### src/rtl/dbdm_pkg.sv
// Package for the dual-button debounce and message block.
// Holds message codes, the reset value and the per-button debouncer state type.
// No dependencies.
`default_nettype none

package dbdm_pkg;

	// Message codes carried in button_code
	localparam logic [2:0] CODE_NONE  = 3'd0;
	localparam logic [2:0] CODE_LATCH = 3'd3;
	localparam logic [2:0] CODE_ON    = 3'd4;
	localparam logic [2:0] CODE_OFF   = 3'd5;

	// Counter width and saturation value of the debouncers
	localparam int unsigned CNT_W = 8;
	localparam logic [CNT_W-1:0] CNT_MAX = '1;

	// Reset value of the debounce_ticks register
	localparam logic [CNT_W-1:0] DEBOUNCE_RESET = 8'd20;

	// Per-button debouncer state
	typedef struct packed {
		logic             raw_last;
		logic [CNT_W-1:0] count;
		logic             level;
	} deb_t;

endpackage

`default_nettype wire

### src/rtl/dual_button_debounce_message_fsm.sv
// Top level of the dual-button debounce and message block.
// Two stable-count debouncers, edge detection and the mode/message logic.
// Depends on dbdm_pkg.
//
//   channel   | direction | handshake               | payload
//   ----------+-----------+-------------------------+---------------------------------
//   s_axis    | in        | s_axis_tvalid/tready    | tdata: mode_raw, action_raw
//   m_axis    | out       | m_axis_tvalid/tready    | tdata: forced_off_send,
//             |           |                         |   button_send, button_code[2:0],
//             |           |                         |   momentary_mode
//   cfg       | in        | cfg_valid/cfg_ready     | cfg_data: debounce_ticks
//
// One sample tick per transfer; a new tick is taken every cycle unless a stalled
// output register holds its result, which blocks input only while m_axis_tready
// is low. The debouncer and message logic sit between the input port and the
// output register, so a result appears in the cycle after its tick. arst_n
// returns the block to momentary mode with released buttons and debounce_ticks = 20.
`default_nettype none

module dual_button_debounce_message_fsm (
	input  wire logic       clk,
	input  wire logic       arst_n,
	// Sample input
	input  wire logic       s_axis_tvalid,
	output logic            s_axis_tready,
	input  wire logic [7:0] s_axis_tdata,  // [0] mode_raw, [1] action_raw, [7:2] zero
	// Result output
	output logic            m_axis_tvalid,
	input  wire logic       m_axis_tready,
	output logic      [7:0] m_axis_tdata,  // [0] forced_off_send, [1] button_send,
	                                       // [4:2] button_code, [5] momentary_mode,
	                                       // [7:6] zero
	// Configuration write
	input  wire logic       cfg_valid,
	output logic            cfg_ready,
	input  wire logic [7:0] cfg_data       // debounce_ticks
);

	// Debounce one button: restart on change, saturate on repeat, qualify level
	function automatic dbdm_pkg::deb_t deb_step(
		input dbdm_pkg::deb_t                  cur,
		input logic                            raw,
		input logic [dbdm_pkg::CNT_W-1:0]      ticks
	);
		dbdm_pkg::deb_t nxt;
		nxt = cur;
		if (raw != cur.raw_last) begin
			nxt.raw_last = raw;
			nxt.count    = '0;
		end else if (cur.count != dbdm_pkg::CNT_MAX) begin
			nxt.count = cur.count + 1'b1;
		end
		if (nxt.count >= ticks) begin
			nxt.level = nxt.raw_last;
		end
		return nxt;
	endfunction

	logic [dbdm_pkg::CNT_W-1:0] ticks_q;
	dbdm_pkg::deb_t             mode_deb_q, action_deb_q;
	dbdm_pkg::deb_t             mode_deb_n, action_deb_n;
	logic                       mode_prev_q, action_prev_q;
	logic                       mode_flag_q, mode_flag_n;
	logic [2:0]                 last_code_q, last_code_n;
	logic                       out_valid_q;
	logic [7:0]                 out_data_q;

	logic       in_fire, out_fire;
	logic       mode_press, act_press, act_release;
	logic       forced_n, sent_n;
	logic [2:0] code_n, last_mid;

	assign in_fire  = s_axis_tvalid && s_axis_tready;
	assign out_fire = out_valid_q && m_axis_tready;

	assign s_axis_tready = !out_valid_q || m_axis_tready;
	assign m_axis_tvalid = out_valid_q;
	assign m_axis_tdata  = out_data_q;
	assign cfg_ready     = 1'b1;

	// Debounce, detect edges, toggle mode and pick the message
	always_comb begin
		mode_deb_n   = deb_step(mode_deb_q, s_axis_tdata[0], ticks_q);
		action_deb_n = deb_step(action_deb_q, s_axis_tdata[1], ticks_q);

		mode_press  = !mode_deb_n.level && mode_prev_q;
		mode_flag_n = mode_flag_q ^ mode_press;
		forced_n    = mode_press && (last_code_q == dbdm_pkg::CODE_LATCH);
		last_mid    = forced_n ? dbdm_pkg::CODE_OFF : last_code_q;

		act_press   = !action_deb_n.level && action_prev_q;
		act_release = action_deb_n.level && !action_prev_q;

		sent_n = 1'b0;
		code_n = dbdm_pkg::CODE_NONE;
		if (mode_flag_n) begin
			if (act_press) begin
				sent_n = 1'b1;
				code_n = dbdm_pkg::CODE_ON;
			end else if (act_release) begin
				sent_n = 1'b1;
				code_n = dbdm_pkg::CODE_OFF;
			end
		end else if (act_press) begin
			sent_n = 1'b1;
			code_n = dbdm_pkg::CODE_LATCH;
		end
		last_code_n = sent_n ? code_n : last_mid;
	end

	// Configuration register
	always_ff @(posedge clk or negedge arst_n) begin
		if (!arst_n) begin
			ticks_q <= dbdm_pkg::DEBOUNCE_RESET;
		end else if (cfg_valid && cfg_ready) begin
			ticks_q <= cfg_data;
		end
	end

	// Advance button and mode state on each accepted tick
	always_ff @(posedge clk or negedge arst_n) begin
		if (!arst_n) begin
			mode_deb_q    <= '{raw_last: 1'b1, count: '0, level: 1'b1};
			action_deb_q  <= '{raw_last: 1'b1, count: '0, level: 1'b1};
			mode_prev_q   <= 1'b0;
			action_prev_q <= 1'b0;
			mode_flag_q   <= 1'b1;
			last_code_q   <= dbdm_pkg::CODE_ON;
		end else if (in_fire) begin
			mode_deb_q    <= mode_deb_n;
			action_deb_q  <= action_deb_n;
			mode_prev_q   <= mode_deb_n.level;
			action_prev_q <= action_deb_n.level;
			mode_flag_q   <= mode_flag_n;
			last_code_q   <= last_code_n;
		end
	end

	// Output register: load on accept, drop on transfer
	always_ff @(posedge clk or negedge arst_n) begin
		if (!arst_n) begin
			out_valid_q <= 1'b0;
		end else if (in_fire) begin
			out_valid_q <= 1'b1;
		end else if (out_fire) begin
			out_valid_q <= 1'b0;
		end
	end

	always_ff @(posedge clk) begin
		if (in_fire) begin
			out_data_q <= {2'b00, mode_flag_n, code_n, sent_n, forced_n};
		end
	end

	// A forced OFF only ever comes with a mode toggle
	assert property (@(posedge clk) disable iff (!arst_n)
		in_fire && forced_n |-> mode_flag_n != mode_flag_q)
		else $error("forced OFF without mode toggle");

	// Held code is always a real message code
	assert property (@(posedge clk) disable iff (!arst_n)
		last_code_q == dbdm_pkg::CODE_LATCH || last_code_q == dbdm_pkg::CODE_ON ||
		last_code_q == dbdm_pkg::CODE_OFF)
		else $error("last code out of set");

	// No message means a zero code in the result
	assert property (@(posedge clk) disable iff (!arst_n)
		out_valid_q && !out_data_q[1] |-> out_data_q[4:2] == dbdm_pkg::CODE_NONE)
		else $error("code without send");

	// A LATCH message only appears in latch mode
	assert property (@(posedge clk) disable iff (!arst_n)
		out_valid_q && out_data_q[4:2] == dbdm_pkg::CODE_LATCH |-> !out_data_q[5])
		else $error("LATCH in momentary mode");

	// Stable counter steps by one, restarts at zero or stays saturated
	assert property (@(posedge clk) disable iff (!arst_n)
		in_fire |=> mode_deb_q.count == '0 ||
			mode_deb_q.count == $past(mode_deb_q.count) + 1'b1 ||
			mode_deb_q.count == dbdm_pkg::CNT_MAX)
		else $error("mode counter jumped");

endmodule

`default_nettype wire

### config.mk
export PLATFORM = sky130hd
export DESIGN_NAME = dual_button_debounce_message_fsm
export DESIGN_NICKNAME = d
export VERILOG_FILES = /design/src/rtl/dbdm_pkg.sv /design/src/rtl/dual_button_debounce_message_fsm.sv
export SDC_FILE = /design/constraint.sdc
export NUM_CORES = 1
export LEC_CHECK = 0
export BUFFER_PORTS_ARGS = -buffer_cell sky130_fd_sc_hd__buf_2
export CAP_MARGIN = 20
export CORE_MARGIN = 8
export CORE_UTILIZATION = 35
export CTS_CLUSTER_DIAMETER = 30
export CTS_CLUSTER_SIZE = 40
export DETAILED_ROUTE_END_ITERATION = 7
export GPL_TIMING_DRIVEN = 0
export PLACE_DENSITY = 0.58
export SYNTH_ARGS = -nofsm -noshare
export SYNTH_HDL_FRONTEND = slang
export SYNTH_SLANG_ARGS = --single-unit
### constraint.sdc
create_clock -name clk -period 4 [get_ports clk]
set_clock_uncertainty 0.2 [all_clocks]
set_input_delay 0.4 -clock clk [delete_from_list [all_inputs] [get_ports clk]]
set_output_delay 0.4 -clock clk [all_outputs]
set_load 0.02 [all_outputs]
==> results.md <==
* **master cell of the clock root buffer** clkbuf_8
* **cell with the most instances after synthesis** nand2_1
* **max-slew violation total from the final report** 0
* **Peak supply drop** 0.150 mV
* **maximum fanout encountered on the critical timing path** 5
* **critical path class** reg -> reg
* **number of port buffers** 22
* **arrival time reported for the critical path endpoint** 3910 ps
* **number of antenna violations at the first check in global routing** 0
* **internal reg-to-reg setup slack** 70 ps
* **upper clock frequency limit** 254 MHz
* **number of failing setup endpoints in the final timing report** 0
* **top_reg_cell synth** dfrtp_1
* **final hold viol count** 0
* **largest net degree at the start of global routing** 36
* **clock latency of the later-clocked register in the worst-skew pair** 290 ps
* **logic depth of the worst register-to-register path** 18
* **static leakage power** 1.63 nW
* **number of placed I/O pins** 32
* **synthesis-stage register bit count** 41
* **Total Routed Length** 6.09 mm
* **stage delay of the slowest cell on the critical path** 390 ps
* **RSZ-0062 raised after global routing** true
* **number of max-capacitance violations reported** 0
* **total CTS buffers** 5
* **Worst-Margin Slew** 855 ps
* **hold slack** 8.07 ps
* **die area** 10600 µm²
* **final critical-path share of the clock period** 0.984
* **most common library cells after synthesis** nand2_1, dfrtp_1, ha_1
* **final worst path period need** 3930 ps
* **Gate Count Post-Synth** 278
* **antenna diode instance count** 0
* **kind of end point of the critical path** flip-flop
* **FF-to-FF End** last_code_q[1]$_DFFE_PN0P_
* **half-perimeter wire length of the detailed placement result** 4.14 mm
* **leftover overflow at the end of global routing** 0
* **pre-CTS setup slack** -291 ps
* **cell chain of the critical path** ha_2 -> and2_4 -> nand4_4 -> buf_6 -> xor2_1 -> nand2_1 -> ha_1 -> nand2b_1 -> a21o_1 -> a21o_1 -> a21oi_2 -> nor2_2 -> mux2_4 -> ha_4 -> o221ai_4 -> and2_1 -> mux2_4 -> a32o_2
* **share of Yosys cell area claimed by the top area cell type** 0.256
* **fraction of registers with async set or reset after synthesis** 0.854
* **CTS sink cnt** 41
* **mean post-synth cell area** 9.50 µm²
* **required time of the critical path** 3980 ps
* **Max H-tree Level** 2
* **DR WL/cell** 13.8 µm
* **CTS tree** built
* **final total power** 0.00148 W
* **setup ws final** 65.3 ps
* **type of the most critical hold path** in -> async
* **cell type of the slowest stage on the worst timing path** dfrtp_1
* **ratio of routed vias to standard cells** 4.95
* **area inside the core boundary** 7290 µm²
* **Switching Fraction** 0.365
* **Reg clk slew, reported paths** 90 ps
* **total via count after detailed routing** 2181
* **switching pwr** 0.000540 W
* **critical path launch point** action_deb_q[1]$_DFFE_PN0P_
* **number of synthesized flops with an enable pin** 6
* **sequential share of power** 0.400
* **critical path launch point type** flip-flop
* **status** completed
* **combinational cell fraction of total power** 0.418
* **DRC** 0
* **headroom to the max-slew limit** 0.430
* **GRT Total Usage** 0.121
* **1st-pass router iterations** 5
* **antenna viol nets, final** 0
* **fraction of layout instances using a drive strength above 1** 0.307
* **starting density of the core** 0.362
* **vertical die dimension** 103 µm
* **total cell area at the placement stage** 2940 µm²
* **count of warnings emitted by yosys** 0
* **WP buf/inv** 1
* **Top delay family on crit path** compound AO/OA/AOI/OAI gates
* **cell taking the most area after synthesis** dfrtp_1
* **post-synthesis cell type count** 46
* **global-route wire length before repair** 10.1 mm
* **Post-Syn Area** 2640 µm²
* **fraction of power consumed by the clock network** 0.181
* **internal portion of total power** 0.000937 W
* **Iter 0 DRT Violations** 77
* **total number of nets in the final design** 387
* **horizontal extent of the die** 103 µm
* **floorplan row count** 31
* **area grow syn2layout** 26.0%
* **setup TNS** 0 ps
* **top post-synthesis cells by area** dfrtp_1, ha_1, dfstp_2
* **Max clock buf depth** 2
* **weighted congestion at the end of routability-driven global placement** 0.811
* **fraction of the yosys area taken by sequential cells** 0.404
* **vias in the first global route** 2181
* **total power per unit cell area** 444 nW/µm²
* **cell area after layout** 3330 µm²
* **origin of the critical flop-to-flop path** action_deb_q[1]$_DFFE_PN0P_
[registers in the layout, indices dropped and copies added, names as in the netlist]
signal,flops
m_axis_tdata,6
mode_deb_q,10
action_deb_q,10
mode_prev_q,1
m_axis_tvalid,1
ticks_q,8
last_code_q,3
mode_flag_q,1
action_prev_q,1
[placed cells by master, fill, tap and decap left out, types with 5 or more instances in the layout]
| cell type | count |
|---|---|
| buf_6 | 6 |
| buf_2 | 22 |
| inv_1 | 18 |
| a21o_1 | 9 |
| and3_1 | 6 |
| clkbuf_1 | 7 |
| buf_4 | 31 |
| xor2_1 | 7 |
| nor2_1 | 14 |
| dfrtp_1 | 26 |
| nand4_1 | 6 |
| dfstp_2 | 8 |
| edfxtp_1 | 6 |
| ha_1 | 21 |
| nor2b_1 | 5 |
| nand3_1 | 6 |
| clkbuf_8 | 5 |
| o21ai_0 | 17 |
| nand2b_1 | 5 |
| nand2_1 | 45 |
| mux2_2 | 8 |
| o31ai_1 | 6 |
| a21oi_1 | 5 |
[final cells by class]
| type | instances | area (µm²) |
|---|---|---|
| fillers | 760 | 3970 |
| multi-input cells | 209 | 1550 |
| flip-flops and latches | 41 | 1070 |
| repair buffers | 56 | 388 |
| well taps | 99 | 124 |
| clock buffers | 7 | 76.3 |
| inverters | 19 | 73.8 |
| plain buffers | 9 | 45.0 |
| clock inverters | 1 | 5.00 |
[through the flow]
step	cells	utilization
6_report	441	0.456
3_5_place_dp	400	0.404
4_1_cts	434	0.443
5_1_grt	441	0.456
3_3_place_gp	400	0.404
2_1_floorplan	279	-
[power groups by stage]
stage	clock, W	sequential [W]	combinational, W
2_1_floorplan	0	0.000611	0.000426
3_3_place_gp	0	0.000598	0.000560
3_5_place_dp	0	0.000600	0.000575
4_1_cts	0.000276	0.000591	0.000616
5_1_grt	0.000293	0.000604	0.000684
6_report	0.000268	0.000591	0.000618
[worst reg2reg max path: stages, from the launching register on]
cell,delay (ps)
dfrtp_1,390
ha_2,190
and2_4,170
nand4_4,60
buf_6,120
xor2_1,150
nand2_1,110
ha_1,280
nand2b_1,140
a21o_1,170
a21o_1,180
a21oi_2,190
nor2_2,70
mux2_4,310
ha_4,300
o221ai_4,110
and2_1,180
mux2_4,260
a32o_2,240
[layer usage]
layer  track usage  routed length, µm
met5             0                  0
met4        0.0278                 36
met3        0.0263                174
met2         0.216               3030
met1         0.144               2850
[worst max-delay path by stage]
| stage | to | cells past startpoint |
|---|---|---|
| finish | last_code_q[1]$_DFFE_PN0P_ | 18 |
| global route | last_code_q[1]$_DFFE_PN0P_ | 15 |
| CTS | last_code_q[1]$_DFFE_PN0P_ | 17 |
| detailed placement | last_code_q[1]$_DFFE_PN0P_ | 18 |
| global placement | last_code_q[1]$_DFFE_PN0P_ | 18 |
| floorplan | last_code_q[1]$_DFFE_PN0P_ | 18 |
[cells by family (layout without fill, tap and decap cells)]
family,Yosys count,in the layout,share of synthesized area
AND/OR/NAND/NOR,104,104,0.197
flip-flops,41,41,0.404
adder cells (fa/ha/maj),25,25,0.118
AO/OA/AOI/OAI,54,54,0.136
multiplexers,14,14,0.0592
buffers and inverters,29,92,0.0455
other,2,3,0.00284
XOR/XNOR,9,9,0.0370
[what timing repair did]
action | CTS | global route
hold buffers | 0 | 0
buffers inserted | 27 | 8
resized for setup | 7 | 14
setup endpoints to repair | 3 | 5
hold endpoints to repair | 0 | 0
pin swaps | 8 | 12
Note: power is estimated with default switching activity, not from simulation.
